==> config.mk <==
export PLATFORM = sky130hd
export DESIGN_NAME = mtrg_controller
export DESIGN_NICKNAME = d
export VERILOG_FILES = /design/src/design/mtrg_pkg.sv /design/src/design/mtrg_controller.sv
export SDC_FILE = /design/constraint.sdc
export NUM_CORES = 1
export LEC_CHECK = 0
export ABC_AREA = 1
export BUFFER_PORTS_ARGS = -buffer_cell sky130_fd_sc_hd__buf_2
export CAP_MARGIN = 25
export CORE_AREA = 2 2 39 41
export DETAILED_ROUTE_END_ITERATION = 6
export DIE_AREA = 0 0 41 43
export GPL_TIMING_DRIVEN = 0
export HOLD_SLACK_MARGIN = 0.08
export SLEW_MARGIN = 20
export SYNTH_ARGS = -nofsm -noshare
export SYNTH_HDL_FRONTEND = slang
export SYNTH_SLANG_ARGS = --single-unit
export TNS_END_PERCENT = 100
==> constraint.sdc <==
create_clock -name clk -period 1.5 [get_ports clk]
set_input_delay 0.15 -clock clk [delete_from_list [all_inputs] [get_ports clk]]
set_output_delay 0.15 -clock clk [all_outputs]
set_load 0.05 [all_outputs]
==> src/design/mtrg_pkg.sv <==
// Shared constants, controller states and command/status groups for the MT19937 generator.
`default_nettype none
package mtrg_pkg;

	localparam int          STATE_WORDS  = 624;
	localparam int          TWIST_OFFSET = 397;
	localparam logic [31:0] TWIST_MATRIX = 32'h9908_b0df;
	localparam logic [31:0] HIGH_BIT     = 32'h8000_0000;
	localparam logic [31:0] LOW_BITS     = 32'h7fff_ffff;
	localparam logic [31:0] TEMPER_B     = 32'h9d2c_5680;
	localparam logic [31:0] TEMPER_C     = 32'hefc6_0000;
	localparam logic [31:0] SEED_MULT    = 32'd69069;
	localparam logic [31:0] DEFAULT_SEED = 32'd4357;

	localparam logic OP_DRAW = 1'b0;
	localparam logic OP_SEED = 1'b1;

	typedef enum logic [3:0] {
		ST_IDLE,
		ST_SEED,
		ST_TW_RD0,
		ST_TW_LD,
		ST_TW_NEXT,
		ST_TW_FAR,
		ST_TW_WR,
		ST_DRAW_RD,
		ST_DRAW_OUT
	} mtrg_state_t;

	// Commands from the controller to the datapath
	typedef struct packed {
		logic seed_load_user;
		logic seed_load_default;
		logic seed_step;
		logic tw_rd_zero;
		logic tw_load_cur;
		logic tw_rd_next;
		logic tw_rd_far;
		logic tw_write;
		logic draw_rd;
		logic draw_out;
	} mtrg_cmd_t;

	// Status from the datapath to the controller
	typedef struct packed {
		logic k_last;
		logic idx_full;
		logic idx_unseeded;
	} mtrg_status_t;

endpackage
`default_nettype wire

==> src/design/mtrg_controller.sv <==
// Controller: sequences seeding, the twist pass and draws.
`default_nettype none
module mtrg_controller
	import mtrg_pkg::*;
(
	input  wire logic         clk,
	input  wire logic         arst_n,
	input  wire logic         start,
	input  wire logic         opcode,
	input  wire mtrg_status_t status,
	output mtrg_cmd_t         cmd,
	output logic              busy
);

	mtrg_state_t state_q;
	mtrg_state_t state_d;
	logic        pend_q;
	logic        pend_d;

	// Next state
	always_comb begin
		state_d = state_q;
		pend_d  = pend_q;
		unique case (state_q)
			ST_IDLE: begin
				if (start) begin
					priority if (opcode == OP_SEED) begin
						state_d = ST_SEED;
						pend_d  = 1'b0;
					end else if (status.idx_full && status.idx_unseeded) begin
						state_d = ST_SEED;
						pend_d  = 1'b1;
					end else if (status.idx_full) begin
						state_d = ST_TW_RD0;
					end else begin
						state_d = ST_DRAW_RD;
					end
				end
			end
			ST_SEED: begin
				if (status.k_last) begin
					state_d = pend_q ? ST_TW_RD0 : ST_IDLE;
					pend_d  = 1'b0;
				end
			end
			ST_TW_RD0:  state_d = ST_TW_LD;
			ST_TW_LD:   state_d = ST_TW_NEXT;
			ST_TW_NEXT: state_d = ST_TW_FAR;
			ST_TW_FAR:  state_d = ST_TW_WR;
			ST_TW_WR:   state_d = status.k_last ? ST_DRAW_RD : ST_TW_NEXT;
			ST_DRAW_RD: state_d = ST_DRAW_OUT;
			ST_DRAW_OUT: state_d = ST_IDLE;
			default:    state_d = ST_IDLE;
		endcase
	end

	// Commands
	always_comb begin
		cmd = '0;
		unique case (state_q)
			ST_IDLE: begin
				if (start) begin
					cmd.seed_load_user    = (opcode == OP_SEED);
					cmd.seed_load_default = (opcode == OP_DRAW) && status.idx_full &&
						status.idx_unseeded;
				end
			end
			ST_SEED:     cmd.seed_step   = 1'b1;
			ST_TW_RD0:   cmd.tw_rd_zero  = 1'b1;
			ST_TW_LD:    cmd.tw_load_cur = 1'b1;
			ST_TW_NEXT:  cmd.tw_rd_next  = 1'b1;
			ST_TW_FAR:   cmd.tw_rd_far   = 1'b1;
			ST_TW_WR:    cmd.tw_write    = 1'b1;
			ST_DRAW_RD:  cmd.draw_rd     = 1'b1;
			ST_DRAW_OUT: cmd.draw_out    = 1'b1;
			default:     cmd = '0;
		endcase
	end

	assign busy = (state_q != ST_IDLE);

	// State register
	always_ff @(posedge clk or negedge arst_n) begin
		if (!arst_n) begin
			state_q <= ST_IDLE;
			pend_q  <= 1'b0;
		end else begin
			state_q <= state_d;
			pend_q  <= pend_d;
		end
	end

endmodule
`default_nettype wire

## Yosys cells after proc, flatten, opt, wreduce, memory -nomap -nowiden

Index checks and enable logic that the tools add are counted.
W data, S select, Z words.

| storage, ports and cells | value |
|---|---|
| output and inout bits | 11 |
| input port bits | 7 |
| word-level logic and storage cells | 45 |
| flip-flop bits (word level) | 5 |

| cells by class | value |
|---|---|
| equal/unequal tests | 11 |
| bitwise logic cells | 1 |
| reductions and logical operators | 8 |
| multiplexer cells | 23 |

Operator list:

| cell | number |
|---|---|
| $pmux W4 S8 | 1 |
| $eq A4 B3 Y1 const B | 4 |
| $mux W1 | 12 |
| $mux W3 | 3 |
| $eq A4 B2 Y1 const B | 2 |
| $mux W2 | 4 |
| $mux W4 | 2 |
| $eq A4 B1 Y1 const B | 1 |
| $eq A4 B4 Y1 const B | 1 |
| $logic_not A4 Y1 | 1 |
| $ne A2 B2 Y1 const B | 2 |
| $reduce_and A4 Y1 | 1 |
| $reduce_bool A4 Y1 | 1 |
| $logic_and A1 B1 Y1 | 3 |
| $ne A3 B3 Y1 const B | 1 |
| $pmux W1 S2 | 1 |
| $reduce_and A2 Y1 | 1 |
| $reduce_bool A2 Y1 | 1 |
| $not A1 Y1 | 1 |

## Logic depth before layout (Yosys ltp)

| depth | value |
|---|---|
| depth after elaboration | 5 |
| mapped depth | 8 |
| gate-level depth less buffers | 8 |

## Worst setup path before layout

No wires, ideal clock.

| timing | value |
|---|---|
| path kind | reg-to-output |
| from | register state_q[1] |
| to | output cmd[7] (netlist bit) |
| data required time | 1350 ps |
| arrival time | 2040 ps |
| stages on the path, launching flop included | 3 |
| path buffers | 1 |
| path slack | -690 ps |
| cell sequence | dfrtp_1 > buf_6 > nor4_1 |

RTL lines:

| element | line | source |
|---|---|---|
| start: declaration | mtrg_controller.sv:15 | `mtrg_state_t state_q;` |
| start signal: assignment | mtrg_controller.sv:88 | `state_q <= state_d;` |
| end: declaration | mtrg_controller.sv:11 | `output mtrg_cmd_t cmd,` |

==> impl_metrics.sql <==
INSERT INTO impl_metrics (metric_group, metric, value, unit) VALUES
('layout', 'area_overhead_of_the_layout_relative_to_synthesis', '62.6', '%'),
('clock_network', 'h_tree_levels', '1', ''),
('placement', 'dpl.hpwl', '785', 'µm'),
('power', 'netSwitchingPower', '0.000813', 'W'),
('critical_path', 'crit_required', '1350', 'ps'),
('synth', 'synth.lib_cells_used.distinct', '17', ''),
('placement', 'port-buffer-count', '17', ''),
('critical_path', 'critical_path.startpoint_type', 'flip-flop', ''),
('power', 'cellInternalPower', '0.000638', 'W'),
('power', 'comb_power_share', '72.9', '%'),
('grt', 'grt_antenna_before_repair', '0', ''),
('layout', 'drive_above_1_share', '49.5', '%'),
('synth', 'ys_ff_latch', '5', ''),
('synth', 'synth_top_area_cell', 'sky130_fd_sc_hd__dfrtp_1', ''),
('timing', 'finalWorstSetupSlack', '28.6', 'ps'),
('power', 'worst_ir_drop_vdd', '1080', 'µV'),
('floorplanning', 'die_height', '43', 'µm'),
('timing', 'fmax', '680', 'MHz'),
('grt', 'met1_usage_in_global_routing', '14.1', '%'),
('placement', 'dpl_worst_slack', '106', 'ps'),
('timing', 'rsz0062_at_grt', 'true', ''),
('timing', 'finalHoldViolCount', '0', ''),
('placement', 'detailed_place.area', '563', 'µm²'),
('route', 'drt_iter0_markers', '4', ''),
('power', 'seq_power_share', '16.7', '%'),
('synth', 'synthesis.area', '435', 'µm²'),
('route', 'first_pass_iters', '4', ''),
('synth', 'postSynthAreaPerCell', '6.40', 'µm²'),
('grt', 'global_route_congestion_overflow_total', '0', ''),
('critical_path', 'worst-path-buf-inv', '3', ''),
('timing', 'time_the_worst_path_needs_with_i_o_delays_and_setup', '1470', 'ps'),
('critical_path', 'crit_path_end_kind', 'output port', ''),
('layout', 'nFillCells', '153', ''),
('layout', 'postLayoutCellArea', '708', 'µm²'),
('clock_network', 'clock_path_buffers', '2', ''),
('min_path', 'hp-class', 'primary input to flip-flop', ''),
('timing', 'timing_worst_slew_pin_value', '329', 'ps'),
('grt', 'use_met3', '6.28', '%'),
('clock_network', 'tritoncts', 'yes', ''),
('critical_path', 'critical-path-top-delay-family', 'flip-flops', ''),
('route', 'via_per_inst', '4.40', ''),
('grt', 'global_route.usage.met2', '19.7', '%'),
('power', 'clockPowerShare', '10.4', '%'),
('clock_network', 'clk_root_buffer_cell', 'sky130_fd_sc_hd__clkbuf_4', ''),
('timing', 'hold_ws', '210', 'ps'),
('route', 'detailroute.via_count', '488', ''),
('run_status', 'run_status', 'completed', ''),
('grt', 'global_route_wire_length_before_repair', '1460', 'µm'),
('synth', 'share_of_cell_area_taken_by_muxes_after_synthesis', '0', '%'),
('synth', 'synth-adder-area-share', '0', '%'),
('clock_network', 'insertion_delay', '240', 'ps'),
('clock_network', 'sink_count_of_the_clock_tree', '5', ''),
('route', 'remaining_drc_errors', '0', ''),
('layout', 'final_net_count', '103', ''),
('layout', 'final_core_util', '51.2', '%'),
('grt', 'first_global_vias', '398', ''),
('floorplanning', 'dieWidth', '41', 'µm'),
('synth', 'synth_compound_area_share', '3.16', '%'),
('timing', 'finalClockSkew', '5.30', 'ps'),
('critical_path', 'timing.critical_path.cells', 'nor2_4 > nand2_4 > inv_4 > nand2_4 > inv_2 > buf_8', ''),
('synth', 'simple_gate_share_of_the_synthesized_area', '53.4', '%'),
('layout', 'diodes', '0', ''),
('timing', 'report.final.setup_viol', '0', ''),
('run', 'cap_viol_max_count', '0', ''),
('power', 'switching_share', '56.0', '%'),
('synth', 'post-synth-top-area-fraction', '28.7', '%'),
('floorplanning', 'design.die.area', '1760', 'µm²'),
('synth', 'synth_xor_area_share', '0', '%'),
('placement', 'routabilityCongestion', '0.771', ''),
('critical_path', 'critPathSlowestCell', 'sky130_fd_sc_hd__dfrtp_2', ''),
('route', 'antenna_violating_nets_post_route', '0', '');
==> final timing paths <==
check	slack (ps)	startpoint	end	cells after the start
setup / recovery	30	state_q[3]	cmd[8]	6
hold reg to reg	490	pend_q	pend_q	2
min in group asynchronous	250	arst_n	state_q[2]	2
hold / removal	210	status[1]	state_q[2]	4
max in group asynchronous	1100	arst_n	state_q[0]	2
setup reg to reg	170	state_q[3]	state_q[0]	8
==> cells in the final DEF, fill, tap and decap left out, types with 2 or more instances in the layout <==
master | netlist | layout
sky130_fd_sc_hd__nand3_1 | 6 | 6
sky130_fd_sc_hd__buf_6 | 1 | 6
sky130_fd_sc_hd__nor2_1 | 9 | 9
sky130_fd_sc_hd__inv_1 | 11 | 7
sky130_fd_sc_hd__buf_4 | 0 | 7
sky130_fd_sc_hd__nand2_4 | 1 | 2
sky130_fd_sc_hd__dfrtp_1 | 5 | 3
sky130_fd_sc_hd__inv_2 | 3 | 6
sky130_fd_sc_hd__dfrtp_2 | 0 | 2
sky130_fd_sc_hd__nand2_1 | 18 | 17
sky130_fd_sc_hd__clkbuf_4 | 0 | 4
sky130_fd_sc_hd__buf_2 | 0 | 8
sky130_fd_sc_hd__nor2_4 | 3 | 5
==> cell type report <==
| class | instances | area, µm² | share of cell area (%) |
|---|---|---|---|
| timing repair buffer | 23 | 181 | 25.6 |
| sequential | 5 | 128 | 18.0 |
| buffer | 1 | 11.3 | 1.59 |
| tap | 16 | 20.0 | 2.83 |
| clock buffer | 4 | 26.3 | 3.71 |
| multi-input combinational | 48 | 287 | 40.5 |
| inverter | 14 | 55.1 | 7.77 |
==> worst min-delay path: cells and delay by family <==
family / cells / cell delay, ps
buffers and inverters: 1 / 90
AO/OA/AOI/OAI: 1 / 60
AND/OR/NAND/NOR: 2 / 100
==> power groups by stage <==
stage | logic, W | clock network, W | registers, W
after detailed placement | 0.000905 | 0 | 0.000236
after floorplan | 0.000750 | 0 | 0.000226
after global routing | 0.00116 | 0.000171 | 0.000248
after CTS | 0.000996 | 0.000159 | 0.000238
after global placement | 0.000903 | 0 | 0.000235
final | 0.00106 | 0.000152 | 0.000242
==> sequential cells by signal (all words and copies together) (netlist names) <==
signal / cells
state_q: 4
pend_q: 1
==> metrics by stage <==
stage          setup TNS (ps)  power (W)
2_1_floorplan            -156   0.000976
3_3_place_gp                0    0.00114
3_5_place_dp                0    0.00114
4_1_cts                     0    0.00139
5_1_grt                 -68.8    0.00158
6_report                    0    0.00145
==> synth_stat cells <==
cell / number
sky130_fd_sc_hd__a31oi_1: 1
sky130_fd_sc_hd__buf_6: 1
sky130_fd_sc_hd__dfrtp_1: 5
sky130_fd_sc_hd__inv_1: 11
sky130_fd_sc_hd__inv_2: 3
sky130_fd_sc_hd__nand2_1: 18
sky130_fd_sc_hd__nand2_2: 1
sky130_fd_sc_hd__nand2_4: 1
sky130_fd_sc_hd__nand3_1: 6
sky130_fd_sc_hd__nand3_2: 1
sky130_fd_sc_hd__nand4_1: 1
sky130_fd_sc_hd__nor2_1: 9
sky130_fd_sc_hd__nor2_2: 2
sky130_fd_sc_hd__nor2_4: 3
sky130_fd_sc_hd__nor3_1: 3
sky130_fd_sc_hd__nor4_1: 1
sky130_fd_sc_hd__o211ai_1: 1
==> logic make-up (layout without fill, tap and decap cells) <==
logic type	Yosys count	in the layout
AO/OA/AOI/OAI	2	2
flip-flops	5	5
AND/OR/NAND/NOR	46	46
buffers and inverters	15	42
==> per-layer routing <==
metal,share of wire [%],up-vias
li1,-,266
met1,42,205
met2,51,17
met3,6.9,0
met4,0,0
met5,0,-
==> what timing repair did <==
item,4_1_cts,5_1_grt
hold endpoints to repair,5,0
cloned,0,0
hold buffers,1,0
endpoints found under the setup margin,8,10
pin swaps,1,3
gates resized for setup,9,21
setup buffers,3,2
Power figures use the tool's default switching activity.
